[src/design/monotone_bucket_priority_queue_top_defines.svh]
// assertion macros for the bucket priority queue
`ifndef MONOTONE_BUCKET_PRIORITY_QUEUE_TOP_DEFINES_SVH
`define MONOTONE_BUCKET_PRIORITY_QUEUE_TOP_DEFINES_SVH
// implication checked on every clock edge outside reset
`define MBPQ_ASSERT_IMP(label, ante, cons, msg) \
    label: assert property (@(posedge clk) disable iff (!rst_n) (ante) |-> (cons)) \
        else $error(msg);
// next-cycle implication checked outside reset
`define MBPQ_ASSERT_NEXT(label, ante, cons, msg) \
    label: assert property (@(posedge clk) disable iff (!rst_n) (ante) |=> (cons)) \
        else $error(msg);
`endif

[src/design/mbpq_ram.sv]
// generic single-port-write ram with registered read
`default_nettype none
module mbpq_ram #(
    parameter int WIDTH = 8,
    parameter int DEPTH = 16
) (
    input  wire logic                     clk,
    input  wire logic                     we,
    input  wire logic [$clog2(DEPTH)-1:0] waddr,
    input  wire logic [WIDTH-1:0]         wdata,
    input  wire logic [$clog2(DEPTH)-1:0] raddr,
    output logic      [WIDTH-1:0]         rdata
);
    logic [WIDTH-1:0] mem [DEPTH];

    always_ff @(posedge clk)
    begin
        if (we)
        begin
            mem[waddr] <= wdata;
        end
        rdata <= mem[raddr];
    end
endmodule
`default_nettype wire

[config.mk]
export PLATFORM = sky130hd
export DESIGN_NAME = mbpq_ram
export DESIGN_NICKNAME = d
export VERILOG_FILES = /design/src/design/monotone_bucket_priority_queue_top_defines.svh /design/src/design/mbpq_ram.sv
export SDC_FILE = /design/constraint.sdc
export NUM_CORES = 1
export LEC_CHECK = 0
export BUFFER_PORTS_ARGS = -buffer_cell sky130_fd_sc_hd__buf_4
export CORE_MARGIN = 5
export CORE_UTILIZATION = 60
export DETAILED_ROUTE_END_ITERATION = 16
export PLACE_DENSITY = 0.8
export SYNTH_ARGS = -nofsm -noshare
export SYNTH_HDL_FRONTEND = slang
export SYNTH_SLANG_ARGS = --single-unit
[constraint.sdc]
create_clock -name clk -period 2.2 [get_ports clk]
set_input_delay 0.33 -clock clk [delete_from_list [all_inputs] [get_ports clk]]
set_output_delay 0.33 -clock clk [all_outputs]
set_load 0.01 [all_outputs]
==> results of run 1 <==
## through the flow
| step | instances | instance area (sq um) |
|---|---|---|
| 2_1_floorplan | 229 | 5150 |
| 6_report | 399 | 6170 |
| 3_3_place_gp | 368 | 5550 |
| 4_1_cts | 399 | 6170 |
| 3_5_place_dp | 368 | 5550 |
| 5_1_grt | 399 | 6170 |
## flip-flops by register name, indices dropped and copies added, names as in the netlist
signal / count
rdata: 8
mem: 128
## placed cells by master (no fill, tap or decap), drive strengths merged
cell	instances
a22oi	16
and2	1
and2b	1
buf	44
bufinv	5
clkbuf	17
clkinv	7
clkinvlp	1
dfxtp	8
edfxtp	128
inv	1
mux4	32
nand2	9
nand2b	2
nand3	1
nand3b	2
nor2	13
nor2b	1
nor3	4
or3b	1
## final timing paths
check / from / to / slack [ps]
setup / recovery: mem[1][3] / rdata[3] / 820
hold / removal: wdata[6] / mem[7][6] / 130
setup reg to reg: mem[1][3] / rdata[3] / 820
hold reg to reg: mem[14][1] / rdata[1] / 670
## logic make-up (layout without fill, tap and decap cells)
logic type      after synthesis  in the layout  share of synthesized area, %
flops                       136            136                          77.8
compound gates               16             16                          2.33
mux                          32             32                          15.0
buf+inv                      10             75                          1.68
simple gates                 35             35                          3.18
## where the power goes
| part | switching, mW | internal [mW] |
|---|---|---|
| Combinational | 0.156 | 0.135 |
| Clock | 0.978 | 1.94 |
| Sequential | 0.0173 | 2.90 |
| Total | 1.15 | 4.97 |
## metal layers
metal / part of all wire, % / wire length [um]
met1: 41 / 3960
met2: 51 / 4970
met3: 7.2 / 701
met4: 1.4 / 132
met5: 0 / 0
## critical path: stages, from the launching register on
cell and delay (ps):
edfxtp_1 390, mux4_1 520, a22oi_1 260, nand2_1 90
## cell type report
cell class              instances  share of cell area (%)
flip-flops and latches        136                    64.9
multi-input cells              83                    17.1
clock buffers                  17                    6.72
repair buffers                 44                    5.76
clock inverters                14                    3.33
well taps                     105                    2.13
==> impl_metrics.py, run 1 <==
metrics = {
    "critical_path": {
        "path_max_fanout": 1,
        "worstSetupEndpointType": "flop",
        "worstRegToRegCells": 3,
        "crit_type": "flop to flop",
        "worst_ep_required_time_ps": 2580,
        "crit_arrival_ps": 1760,
        "startpoint_type": "flop",
    },
    "timing": {
        "timing.final.crit_share_pct": 62.7,
        "setup_ws_ps": 821,
        "max-slew-margin-rel_pct": 61.6,
        "rsz0062_at_grt": "false",
        "worst_slew_pin_slew_ps": 573,
        "finalCriticalPeriod_ps": 1380,
        "worst_hold_slack_ps": 133,
        "finalSetupTns_ps": 0,
        "hold_violations": 0,
        "skew_ps": 5.12,
        "slew_violations": 0,
        "finalSetupViolations": 0,
        "max_freq_mhz": 725,
    },
    "synthesis": {
        "ys_types": 19,
        "synthArstFlopShare_pct": 0,
        "synth-seq-area-share_pct": 77.8,
        "synth.most_common_cell": "edfxtp_1",
        "ys_ff_latch": 136,
        "synthFlopType": "edfxtp_1",
        "synthesis.area_sq_mm": 0.00515,
        "syn_inst": 229,
        "ys_warn_count": 0,
        "syn_area_per_cell_sq_um": 22.5,
        "syn_nets": 247,
        "yosysTopAreaCell": "edfxtp_1",
        "ys_top_cells_by_area": "edfxtp_1, mux4_2, mux4_1",
        "synth_common_cells": "edfxtp_1, mux4_2, a22oi_1",
        "synth-edff-count": 128,
        "synth_top_area_share_pct": 74.7,
    },
    "route": {
        "dr_total_vias": 2445,
        "routed_wl_um": 9760,
        "drt_iter0_markers": 214,
        "detail_route.first_pass.iterations": 5,
        "ant_nets": 0,
        "drc": 0,
        "wl_per_cell_um": 24.5,
        "routed_via_density": 6.13,
    },
    "pwr": {
        "leakage_nw": 2.13,
        "total_power_mw": 6.12,
        "peakVddDrop_mv": 0.796,
        "p_per_area_mw_per_mm2": 992,
    },
    "clock_tree": {
        "clk_pin_slew_ps": 60,
        "insertion_delay_ps": 500,
        "cts_resized": 0,
        "numCtsBuffers": 17,
        "clkSinkCount": 136,
        "hold_buffers": 0,
        "cts_setup_buffers": 0,
        "cts_max_path_buffers": 2,
        "cts_tree": "built",
        "cts_max_level": 4,
        "cts-root-buf": "clkbuf_8",
    },
    "finish": {
        "multi_input_area_sq_mm": 0.00106,
        "syn2layout_area_growth_pct": 19.8,
        "drive_gt1_share_pct": 31.0,
        "antenna-diode-count": 0,
        "fillerInstances": 465,
        "fin_util_pct": 74.3,
        "nNetsFinal": 300,
        "seq_area_sq_mm": 0.00400,
    },
    "floorplan": {
        "chipWidth_um": 103,
        "start_util_pct": 62.0,
        "dieArea_sq_mm": 0.0105,
        "fp-row-count": 33,
        "ios": 26,
        "die_h_um": 103,
        "core_area_sq_mm": 0.00830,
    },
    "job": {
        "drv_cap": 0,
    },
    "placed_design": {
        "portBuffers": 25,
        "gp_congestion": 0.738,
        "place_ws_ps": 333,
        "dp_hpwl_um": 5930,
    },
    "global_route": {
        "grt_use_met1_pct": 28.1,
        "grt_pass1_vias": 2589,
        "grt_max_degree": 33,
        "gr-usage-met3_pct": 4.26,
        "track_usage_pct": 20.9,
        "grt-busiest-layer": "met2",
        "grt_pass1_wl_um": 15100,
        "antenna_found_initial": 0,
        "globalRoute.totalOverflow": 0,
        "grt_use_met2_pct": 33.6,
    },
    "outcome": {
        "status": "finished clean",
    },
    "hold_path": {
        "hold_depth": 1,
        "hold_path_class": "input port to flop",
    },
}
(Power assumes the default switching activity.)
==> inputs of run 2 (changes only) <==
clock period = 1.35 ns   (was 2.2 ns; I/O delays follow)
==> run 2 against run 1 <==
  * Hold slack worse by 120 ps
  * Design area up 1.9%
  * Clock skew up 1.3 ps
  * Maximum frequency up 3.8%
  * Combinational power up 82%
  * Critical path depth unchanged
==> impl_metrics.py, run 2 (synthesis gave the netlist of run 1 again) <==
metrics = {
    "timing": {
        "max_freq_mhz": 753,
        "hold_violations": 0,
        "setup_ws_ps": 21.8,
        "rsz0062_at_grt": "true",
        "max-slew-margin-rel_pct": 48.6,
        "finalCriticalPeriod_ps": 1330,
        "finalSetupTns_ps": 0,
        "slew_violations": 0,
        "worst_slew_pin_slew_ps": 768,
        "timing.final.crit_share_pct": 98.4,
        "skew_ps": 6.38,
        "finalSetupViolations": 0,
    },
    "pwr": {
        "peakVddDrop_mv": 1.29,
        "leakage_nw": 2.16,
        "p_per_area_mw_per_mm2": 1530,
    },
    "critical_path": {
        "path_max_fanout": 1,
        "slowest_stage": "mux4_2",
        "r2r_start": "mem[1][2]",
        "crit_path_start": "mem[1][2]",
        "crit_type": "flop to flop",
        "ff2ff_setup_slack_ps": 20,
        "startpoint_type": "flop",
        "worstRegToRegCells": 3,
        "crit_arrival_ps": 1720,
        "r2r-end": "rdata[2]",
        "path_cells": "mux4_2, a22oi_2, nand2_1",
        "worst_ep_required_time_ps": 1740,
        "critPathMaxStageDelay_ps": 480,
        "worstSetupEndpointType": "flop",
    },
    "placed_design": {
        "place_ws_ps": -253,
        "gp_congestion": 0.795,
        "dp_hpwl_um": 6260,
        "place_inst": 378,
        "portBuffers": 25,
    },
    "floorplan": {
        "fp-row-count": 33,
        "dieArea_sq_mm": 0.0105,
        "ios": 26,
        "start_util_pct": 62.0,
        "die_h_um": 103,
        "core_area_sq_mm": 0.00830,
        "chipWidth_um": 103,
    },
    "clock_tree": {
        "clkSinkCount": 136,
        "clk_pin_slew_ps": 60,
        "insertion_delay_ps": 510,
        "cts_max_path_buffers": 2,
        "cts-root-buf": "clkbuf_8",
        "cts_max_level": 4,
        "cts_tree": "built",
        "numCtsBuffers": 17,
        "cts_setup_buffers": 0,
    },
    "global_route": {
        "grt_pass1_vias": 2657,
        "grt_pass1_wl_um": 15200,
        "grt_max_degree": 20,
        "globalRoute.totalOverflow": 0,
        "track_usage_pct": 21.3,
        "antenna_found_initial": 0,
    },
    "hold_path": {
        "hold_path_class": "input port to flop",
        "hold_depth": 1,
        "whs_endpoint": "mem[7][5]",
        "min_from": "wdata[5]",
    },
    "finish": {
        "antenna-diode-count": 0,
        "nNetsFinal": 314,
        "syn2layout_area_growth_pct": 22.1,
        "top_register": "mem",
        "mostFrequentLayoutCells": "edfxtp_1, buf_4, mux4_2, clkbuf_16, nor2_1",
        "final_common_cell": "edfxtp_1",
        "largest_reg_flops": 128,
        "top_regs": "mem: 128 flops, rdata: 8 flops",
        "finalNonFillerCells": 414,
        "drive_gt1_share_pct": 38.5,
    },
    "route": {
        "ant_nets": 0,
        "dr_total_vias": 2519,
        "detail_route.first_pass.iterations": 8,
        "drt_iter0_markers": 281,
        "wl_per_cell_um": 24.1,
        "drc": 0,
        "routed_wl_um": 9970,
        "routed_via_density": 6.08,
    },
    "outcome": {
        "status": "finished clean",
    },
    "job": {
        "drv_cap": 0,
    },
}
[run 2: cell count changes in the layout (fill, tap and decap cells not counted), moves of 4 or more]
cell / change
mux4_1: -6
a22oi_2: +5
mux4_2: +6
dlygate4sd3_1: +4
buf_4: +7
a22oi_1: -5
[run 2: worst max-delay path, delay by kind of cell (launching register included)]
kind | cells | cell delay, ps
AND/OR/NAND/NOR | 1 | 70
multiplexers | 1 | 480
AO/OA/AOI/OAI | 1 | 260
flip-flops | 1 | 410
[run 2: power breakdown]
group,internal [mW],switching [mW],leakage [nW],total (mW)
registers,4.72,0.0319,1.22,4.75
clock network,2.63,1.72,0.278,4.35
logic,0.259,0.270,0.662,0.529
[run 2: metrics by stage]
stage / power [mW] / cell area [sq um] / hold slack (ps) / utilization [%]
floorplan: 5.08 / 5160 / 301 / -
global placement: 5.32 / 5680 / 505 / 68.4
detailed placement: 5.34 / 5680 / 519 / 68.4
CTS: 9.66 / 6300 / 1.09 / 75.9
global route: 9.97 / 6280 / 8.02 / 75.7
finish: 9.63 / 6280 / 14.6 / 75.7
[run 2: how the worst max path moves through the flow]
| stage | to | depth (start not counted) |
|---|---|---|
| 2_1_floorplan | mem[3][0] | 2 |
| 3_3_place_gp | rdata[2] | 5 |
| 3_5_place_dp | rdata[1] | 5 |
| 4_1_cts | rdata[2] | 3 |
| 5_1_grt | rdata[2] | 3 |
| 6_report | rdata[2] | 3 |
[run 2: final cells by class]
type | instances | area, sq um
Clock inverter | 15 | 153
Fill cell | 450 | 2010
Multi-Input combinational cell | 83 | 1070
Sequential cell | 136 | 4000
Timing Repair Buffer | 58 | 508
Tap cell | 105 | 131
Clock buffer | 17 | 414
[run 2: repair_timing]
action | in CTS | in global routing
pin swaps | 2 | 5
hold endpoints to repair | 59 | 0
endpoints found under the setup margin | 4 | 6
resized for setup | 5 | 6
hold buffers | 4 | 0
[run 2: metal layers]
metal	share of wire, %	track usage, %
met5	0	0
met4	1.4	7.77
met3	7.9	6.56
met2	52	34.4
met1	39	27.6
==> inputs of run 3 (changes only) <==
==> constraint.sdc (replaced) <==
create_clock -name clk -period 1.35 [get_ports clk]
set_input_delay 0.135 -clock clk [delete_from_list [all_inputs] [get_ports clk]]
set_output_delay 0.135 -clock clk [all_outputs]
set_load 0.01 [all_outputs]
==> run 3 against run 2 <==
  * Flip-flop and latch count is the same
  * Global-route usage increased by 1.4 points
  * Critical endpoint is now rdata[5]
  * Largest power group unchanged
  * Non-clock buffer count grew 3
  * Total power decreased by 3.1%
  * Worst setup slack barely moved
==> impl_metrics.py, run 3 (synthesis gave the netlist of run 1 again) <==
metrics = {
    "clock_tree": {
        "clkSinkCount": 136,
        "numCtsBuffers": 17,
        "clk_pin_slew_ps": 60,
        "cts_max_level": 4,
        "insertion_delay_ps": 510,
        "cts-root-buf": "clkbuf_8",
        "cts_max_path_buffers": 2,
        "cts_tree": "built",
    },
    "finish": {
        "top_regs": "mem: 128 flops, rdata: 8 flops",
        "nNetsFinal": 317,
        "antenna-diode-count": 0,
        "syn2layout_area_growth_pct": 21.6,
        "largest_reg_flops": 128,
        "mostFrequentLayoutCells": "edfxtp_1, buf_4, mux4_2, clkbuf_16, nor2_1",
        "final_common_cell": "edfxtp_1",
        "top_register": "mem",
        "drive_gt1_share_pct": 35.9,
    },
    "timing": {
        "max_freq_mhz": 753,
        "finalCriticalPeriod_ps": 1330,
        "finalSetupViolations": 0,
        "finalSetupTns_ps": 0,
        "slew_violations": 0,
        "rsz0062_at_grt": "true",
        "timing.final.crit_share_pct": 98.4,
        "hold_violations": 0,
        "skew_ps": 5.01,
        "worst_slew_pin_slew_ps": 987,
        "max-slew-margin-rel_pct": 33.9,
        "setup_ws_ps": 22.1,
    },
    "critical_path": {
        "crit_type": "flop to flop",
        "worst_ep_required_time_ps": 1750,
        "path_max_fanout": 1,
        "worstSetupEndpointType": "flop",
        "path_cells": "mux4_1, a22oi_1, nand2_1",
        "crit_arrival_ps": 1730,
        "startpoint_type": "flop",
        "slowest_stage": "mux4_1",
        "critPathMaxStageDelay_ps": 520,
    },
    "global_route": {
        "grt_pass1_wl_um": 16200,
        "globalRoute.totalOverflow": 0,
        "antenna_found_initial": 0,
        "grt_pass1_vias": 2677,
        "grt_max_degree": 20,
        "track_usage_pct": 22.6,
    },
    "route": {
        "drt_iter0_markers": 293,
        "ant_nets": 0,
        "detail_route.first_pass.iterations": 5,
        "drc": 0,
        "wl_per_cell_um": 25.9,
        "routed_via_density": 6.34,
        "routed_wl_um": 10800,
        "dr_total_vias": 2643,
    },
    "floorplan": {
        "fp-row-count": 33,
        "start_util_pct": 62.0,
        "ios": 26,
        "chipWidth_um": 103,
        "die_h_um": 103,
        "dieArea_sq_mm": 0.0105,
        "core_area_sq_mm": 0.00830,
    },
    "placed_design": {
        "dp_hpwl_um": 6470,
        "portBuffers": 25,
        "place_ws_ps": -192,
        "gp_congestion": 0.816,
    },
    "pwr": {
        "p_per_area_mw_per_mm2": 1490,
        "peakVddDrop_mv": 1.00,
        "leakage_nw": 2.14,
    },
    "job": {
        "drv_cap": 0,
    },
    "outcome": {
        "status": "finished clean",
    },
    "hold_path": {
        "hold_path_class": "input port to flop",
    },
}
## run 3: changes by cell type in the layout (fill, tap and decap cells not counted), moves of 2 or more
cell / change
a22oi_1: -3
a22oi_2: +3
clkinv_4: -3
buf_12: -2
dlygate4sd3_1: +4
nor3_1: +2
nor3_2: -2
inv_6: -3
clkbuf_1: +5
## run 3: timing repair
action                                  4_1_cts  5_1_grt
setup buffers                                 0        0
hold buffers                                  8        0
resized for setup                             2       11
hold endpoints to repair                    128        0
pin swaps                                     1        5
endpoints found under the setup margin        3        8
## run 3: worst paths after layout
path / slack, ps / cells after the start / from / to
min: 150 / 3 / waddr[1] / mem[0][2]
max reg2reg: 20 / 3 / mem[1][5] / rdata[5]
min reg2reg: 680 / 3 / mem[15][4] / rdata[4]
max: 20 / 3 / mem[1][5] / rdata[5]
## run 3: metrics by stage
stage | utilization (%) | power (mW) | instance area [sq um] | cells | hold WS [ps]
2_1_floorplan | - | 5.08 | 5150 | 229 | 234
3_3_place_gp | 67.9 | 5.31 | 5630 | 377 | 432
3_5_place_dp | 67.9 | 5.34 | 5630 | 377 | 445
4_1_cts | 75.2 | 9.39 | 6240 | 417 | 135
5_1_grt | 75.4 | 9.65 | 6260 | 417 | 139
6_report | 75.4 | 9.33 | 6260 | 417 | 154
## run 3: area by class of cell
class	instances	area [sq um]
Clock buffer	23	447
Clock inverter	9	76.3
Fill cell	431	2040
Multi-Input combinational cell	83	1080
Sequential cell	136	4000
Tap cell	105	131
Timing Repair Buffer	61	515
## run 3: per-layer routing
layer,global-route usage (%),wire length [um]
met5,0,0
met4,6.66,123
met3,6.97,1050
met2,35.1,5430
met1,31.7,4190
## run 3: critical path: cells and delay by family (launching register included)
family,cells,cell delay (ps)
flip-flops,1,350
multiplexers,1,520
AND/OR/NAND/NOR,1,80
AO/OA/AOI/OAI,1,270
## run 3: power breakdown
group	leakage, nW	internal (mW)	total, mW	switching [mW]
sequential	1.22	4.72	4.75	0.0317
combinational	0.666	0.262	0.544	0.282
clock	0.249	2.46	4.03	1.56
